**src/sv/gnms_pkg.sv**
```systemverilog
`default_nettype none
package gnms_pkg;

   localparam int COORD_BITS = 16;
   localparam int SIZE_BITS  = COORD_BITS - 1;
   localparam int EDGE_BITS  = COORD_BITS + 1;
   localparam int AREA_BITS  = 2 * SIZE_BITS;
   localparam int UNION_BITS = AREA_BITS + 1;
   localparam int THR_BITS   = 16;
   localparam int PROD_BITS  = THR_BITS + UNION_BITS;
   localparam int INDEX_BITS = 16;

   localparam logic [THR_BITS-1:0]   THR_RESET = 16'd29491;
   localparam logic [INDEX_BITS-1:0] INDEX_MAX = '1;

   localparam logic CSR_IOU_THRESHOLD = 1'b0;

   typedef struct packed {
      logic signed [COORD_BITS-1:0] box_left;
      logic signed [COORD_BITS-1:0] box_top;
      logic [SIZE_BITS-1:0]         box_width;
      logic [SIZE_BITS-1:0]         box_height;
      logic                         last_of_set;
   } req_type;

   typedef struct packed {
      logic                  keep;
      logic [INDEX_BITS-1:0] box_index;
      logic                  list_full;
      logic                  set_done;
   } rsp_type;

   typedef struct packed {
      logic signed [COORD_BITS-1:0] left;
      logic signed [COORD_BITS-1:0] top;
      logic signed [EDGE_BITS-1:0]  right;
      logic signed [EDGE_BITS-1:0]  bottom;
      logic [AREA_BITS-1:0]         area;
   } box_type;

endpackage
`default_nettype wire

```
**src/sv/gnms_cell.sv**
```systemverilog
`default_nettype none
module gnms_cell #(
   parameter int CELL_IDX = 0,
   parameter int KCNT_W   = 7
) (
   input  wire logic                            clock,
   input  wire logic                            reset,
   input  wire gnms_pkg::box_type               query_i,
   output gnms_pkg::box_type                    query_o,
   input  wire logic [KCNT_W-1:0]               kept_count,
   input  wire logic [gnms_pkg::THR_BITS-1:0]   threshold,
   input  wire logic                            store_en,
   input  wire logic                            sup_i,
   output logic                                 sup_o
);

   localparam int DW = gnms_pkg::COORD_BITS + 2;
   localparam logic [KCNT_W-1:0] IDX_K = KCNT_W'(CELL_IDX);

   gnms_pkg::box_type query_ff;
   gnms_pkg::box_type entry_ff;

   logic signed [gnms_pkg::COORD_BITS-1:0] left_max, top_max;
   logic signed [gnms_pkg::EDGE_BITS-1:0]  right_min, bottom_min;
   logic signed [DW-1:0]                   dx, dy;

   logic [gnms_pkg::SIZE_BITS-1:0]  ox_in, oy_in, ox_ff, oy_ff;
   logic [gnms_pkg::UNION_BITS-1:0] asum_in, asum1_ff, asum2_ff;
   logic                            act_in, act1_ff, act2_ff, act3_ff, act4_ff;
   logic [gnms_pkg::AREA_BITS-1:0]  inter_in, inter2_ff, inter3_ff, inter4_ff;
   logic [gnms_pkg::UNION_BITS-1:0] uni_in, uni3_ff, uni4_ff;
   logic [gnms_pkg::PROD_BITS-1:0]  prod_in, prod4_ff;
   logic [gnms_pkg::PROD_BITS-1:0]  lhs;
   logic                            hit;
   logic                            sup_ff;

   always_comb begin
      left_max   = (query_ff.left > entry_ff.left) ? query_ff.left : entry_ff.left;
      top_max    = (query_ff.top > entry_ff.top) ? query_ff.top : entry_ff.top;
      right_min  = (query_ff.right < entry_ff.right) ? query_ff.right : entry_ff.right;
      bottom_min = (query_ff.bottom < entry_ff.bottom) ? query_ff.bottom : entry_ff.bottom;
      dx = DW'(right_min) - DW'(left_max);
      dy = DW'(bottom_min) - DW'(top_max);
      ox_in = (dx > 0) ? dx[gnms_pkg::SIZE_BITS-1:0] : '0;
      oy_in = (dy > 0) ? dy[gnms_pkg::SIZE_BITS-1:0] : '0;
      asum_in = gnms_pkg::UNION_BITS'(query_ff.area) + gnms_pkg::UNION_BITS'(entry_ff.area);
      act_in  = kept_count > IDX_K;

      inter_in = gnms_pkg::AREA_BITS'(ox_ff) * gnms_pkg::AREA_BITS'(oy_ff);
      uni_in   = asum2_ff - gnms_pkg::UNION_BITS'(inter2_ff);
      prod_in  = gnms_pkg::PROD_BITS'(threshold) * gnms_pkg::PROD_BITS'(uni3_ff);

      lhs = {gnms_pkg::PROD_BITS'(inter4_ff)} << gnms_pkg::THR_BITS;
      hit = act4_ff && (uni4_ff != '0) && (lhs > prod4_ff);
   end

   always_ff @(posedge clock) begin
      query_ff <= query_i;
      if (store_en && (kept_count == IDX_K)) begin
         entry_ff <= query_i;
      end
      ox_ff     <= ox_in;
      oy_ff     <= oy_in;
      asum1_ff  <= asum_in;
      act1_ff   <= act_in;
      inter2_ff <= inter_in;
      asum2_ff  <= asum1_ff;
      act2_ff   <= act1_ff;
      uni3_ff   <= uni_in;
      inter3_ff <= inter2_ff;
      act3_ff   <= act2_ff;
      prod4_ff  <= prod_in;
      uni4_ff   <= uni3_ff;
      inter4_ff <= inter3_ff;
      act4_ff   <= act3_ff;
      if (reset) begin
         sup_ff <= 1'b0;
      end else begin
         sup_ff <= sup_i | hit;
      end
   end

   assign query_o = query_ff;
   assign sup_o   = sup_ff;

endmodule
`default_nettype wire

```
**config.mk**
```make
export PLATFORM = sky130hd
export DESIGN_NAME = gnms_cell
export DESIGN_NICKNAME = d
export VERILOG_FILES = /design/src/sv/gnms_pkg.sv /design/src/sv/gnms_cell.sv
export SDC_FILE = /design/constraint.sdc
export NUM_CORES = 2
export LEC_CHECK = 0
export ABC_AREA = 1
export BUFFER_PORTS_ARGS = -buffer_cell sky130_fd_sc_hd__buf_2
export CAP_MARGIN = 20
export CORE_MARGIN = 5
export CORE_UTILIZATION = 50
export CTS_BUF_LIST = sky130_fd_sc_hd__clkbuf_2 sky130_fd_sc_hd__clkbuf_4 sky130_fd_sc_hd__clkbuf_8
export DETAILED_ROUTE_END_ITERATION = 6
export HOLD_SLACK_MARGIN = 0.06
export PLACE_DENSITY = 0.7
export SYNTH_ARGS = -nofsm -noshare
export SYNTH_HDL_FRONTEND = slang
export SYNTH_SLANG_ARGS = --single-unit
export TNS_END_PERCENT = 30
```
**constraint.sdc**
```tcl
create_clock -name clock -period 7.15 [get_ports clock]
set_input_delay 0 -clock clock [delete_from_list [all_inputs] [get_ports clock]]
set_output_delay 0 -clock clock [all_outputs]
set_load 0.03 [all_outputs]
```
==> impl_metrics.py <==
metrics = {
    "place": {
        "globalplace.congestion": 0.944,
        "dpl.hpwl_um": 91800,
        "dp_slack_ns": 0.966,
        "portBuffers": 219,
    },
    "clock_network": {
        "root_buffer": "clkbuf_8",
        "cts.htree.levels": 3,
        "clkSinkCount": 488,
        "cts_setup_buffers": 0,
        "numCtsBuffers": 84,
        "cts_tree": "yes",
        "cts_resized": 0,
        "cts.clk_slew.worst_paths_ns": 0.07,
        "clockBufferDepth": 3,
        "insertion_delay_ns": 0.72,
    },
    "sta": {
        "relSlewSlack_pct": 31.2,
        "drv_slew": 0,
        "rsz0062_at_grt": "no",
        "clock_skew_ns": 0.0442,
        "clock.fmax_mhz": 159,
        "fin_setup_tns_ns": 0,
        "layout_setup_ws_ns": 0.856,
        "setup_viol": 0,
        "period_needed_ns": 6.29,
        "finalHoldViolCount": 0,
        "fin_crit_sh_pct": 88.0,
        "worst_pin_slew_ns": 1.03,
    },
    "detailed_routing": {
        "ant_nets": 0,
        "drt-pass1-iter-count": 7,
        "route.detailed.drc": 4,
        "drt_wl_total_um": 119000,
        "wl_met3_um": 7000,
        "dr_wl_met2_um": 59100,
        "wl_met1_um": 47100,
        "vias_per_cell": 5.06,
        "drt_iter0_markers": 2240,
        "vias": 35800,
        "detail_route.wl_per_cell_um": 16.7,
        "top_layer": "met5",
    },
    "global_routing": {
        "gr-total-overflow": 0,
        "grt_pass1_wl_um": 194000,
        "grt_pass1_vias": 38100,
        "grt_max_degree": 63,
        "antenna_found_initial": 4,
        "grt.total_usage_pct": 25.5,
    },
    "yosys": {
        "yosys-top-cells-area": "fa_1 26%, dfxtp_1 18%, nand2_1 12%, ha_1 11%, inv_1 11%",
        "yosysWarnings": 0,
        "ys_seq_area_share_pct": 24.2,
        "synth.most_common_cell": "nand2_1",
        "synth.net_count": 6571,
        "synth_cells": 5472,
        "synth_area_sq_um": 44300,
        "synth_edf_count": 96,
        "synthTopCellsByCount": "1445 x nand2_1, 1300 x inv_1, 575 x fa_1",
        "synth_ff_type": "dfxtp_1",
        "ys_async_sr_fraction_pct": 0,
        "post_synth_num_cell_types": 44,
        "syn_avg_cell_area_sq_um": 8.09,
        "ys_ff_latch": 488,
        "synth_top_area_share_pct": 26.0,
        "yosysTopAreaCell": "fa_1",
    },
    "floorplanning": {
        "core_area_sq_um": 88100,
        "initial_utilization_pct": 50.2,
        "dieArea_sq_um": 94600,
        "rows": 109,
        "die_w_um": 308,
        "dieHeight_um": 308,
        "num_io_pins": 220,
    },
    "run_status": {
        "status": "finished, violations left",
        "violations": "DRC",
    },
    "cells_and_area": {
        "synthToLayoutAreaGrowth_pct": 13.7,
        "fillCellCount": 7920,
        "layout.nets": 6948,
        "post-route-util_pct": 57.1,
        "drive_above_1_share_pct": 7.47,
    },
    "hold_path": {
        "min_path_cells": 4,
        "holdPathEnd": "prod4_ff[1]",
        "min_path_type": "in2reg",
        "hold_start": "threshold[1]",
    },
    "critical_path": {
        "path_cells": "nand2_1, fa_1, fa_1, fa_1, inv_1, fa_1, fa_1, inv_1, fa_1, inv_1, ha_1, a21oi_1, o21ai_0, a21oi_1, nand2_1, nand3_1, nand3_1, xor2_1",
        "worstPathRequired_ns": 7.74,
        "reg2reg_setup_slack_ns": 0.86,
        "cpPeakStageDelay_ns": 0.93,
        "worst-setup-path-type": "reg2reg",
        "critPathLaunchType": "flip-flop",
        "crit_path_frequent_cell": "fa_1",
        "crit_arrival_ns": 6.88,
        "cpMaxStageDelayCell": "dfxtp_1",
        "r2r_cells": 18,
        "cp_max_fo": 17,
        "end_kind": "flip-flop",
        "worstReg2RegEnd": "prod4_ff[46]",
        "r2r-start": "uni3_ff[12]",
    },
    "run": {
        "maxCapViolCount": 0,
    },
}
state kept, by name, indices dropped and copies added, names as in the netlist, 30 cells and up:
register / count
uni3_ff: 31
inter4_ff: 30
entry_ff: 96
prod4_ff: 47
inter3_ff: 30
query_o: 96
asum1_ff: 31
uni4_ff: 31
inter2_ff: 30
asum2_ff: 31
layout by cell type, fill, tap and decap left out, types with 21 or more instances in the layout:
master,count
a21o_1,21
a21oi_1,229
buf_2,219
buf_4,22
clkbuf_8,97
dfxtp_1,392
dlygate4sd3_1,204
edfxtp_1,96
fa_1,575
ha_1,401
inv_1,1300
nand2_1,1445
nand3_1,126
nand4_1,34
nor2_1,241
nor2_2,22
nor3_1,40
o21ai_0,156
xnor2_1,36
xor2_1,81
logic make-up after synthesis:
group                      Yosys count  share of synthesized area (%)
buffers and inverters             1456                           12.4
and+or+nand+nor                   1965                           17.9
xor gates and xnor gates           117                           2.32
AOI/OAI and AO/OA                  470                           5.77
adders and majority gates          976                           37.3
DFF                                488                           24.2
worst max-delay path, delay by kind of cell (launching register included):
family	cells	cell delay, ns
buf+inv	3	0.16
flops	1	0.93
xor+xnor	1	0.16
simple gates	4	0.71
fa+ha+maj	7	3.44
compound gates	3	0.78
what timing repair did:
action	in CTS	in global routing
setup endpoints to repair	0	0
hold buffers	204	0
endpoints found under the hold margin	230	0
layer usage:
metal | global-route usage, % | up-vias
met5 | 0 | -
met4 | 11.0 | 2
met3 | 4.33 | 335
met2 | 45.3 | 1129
met1 | 30.7 | 17200
li1 | - | 17200
worst max path at each step:
| stage | startpoint | slack (ns) | cells past startpoint | endpoint |
|---|---|---|---|---|
| after global placement | uni3_ff[13] | 0.97 | 20 | prod4_ff[36] |
| after detailed placement | uni3_ff[13] | 0.97 | 18 | prod4_ff[32] |
| final | uni3_ff[12] | 0.86 | 18 | prod4_ff[46] |
| after global routing | uni3_ff[13] | 0.61 | 20 | prod4_ff[35] |
| after CTS | uni3_ff[13] | 0.94 | 18 | prod4_ff[32] |
| after floorplan | uni3_ff[28] | 1.71 | 24 | prod4_ff[42] |
final cells by class:
class	count	area (sq um)	area share, %
multi-input cells	3528	28000	55.7
flip-flops and latches	488	10700	21.3
inverters	1301	4880	9.70
repair buffers	446	3320	6.59
well taps	1165	1460	2.90
clock buffers	113	1460	2.89
clock inverters	41	432	0.858
diodes	3	7.51	0.0149
metrics by stage:
stage	hold slack [ns]	area, sq um	cells
final	0.181	50300	7085
after global routing	0.178	50300	7085
after CTS	0.0943	50300	7081
after detailed placement	0.116	46400	6723
after global placement	0.112	46400	6723
after floorplan	0.0277	44300	5472
Power is left out: the tool's default activity adds up to more than one toggle a clock period on the data nets, which glitch-free logic cannot reach.
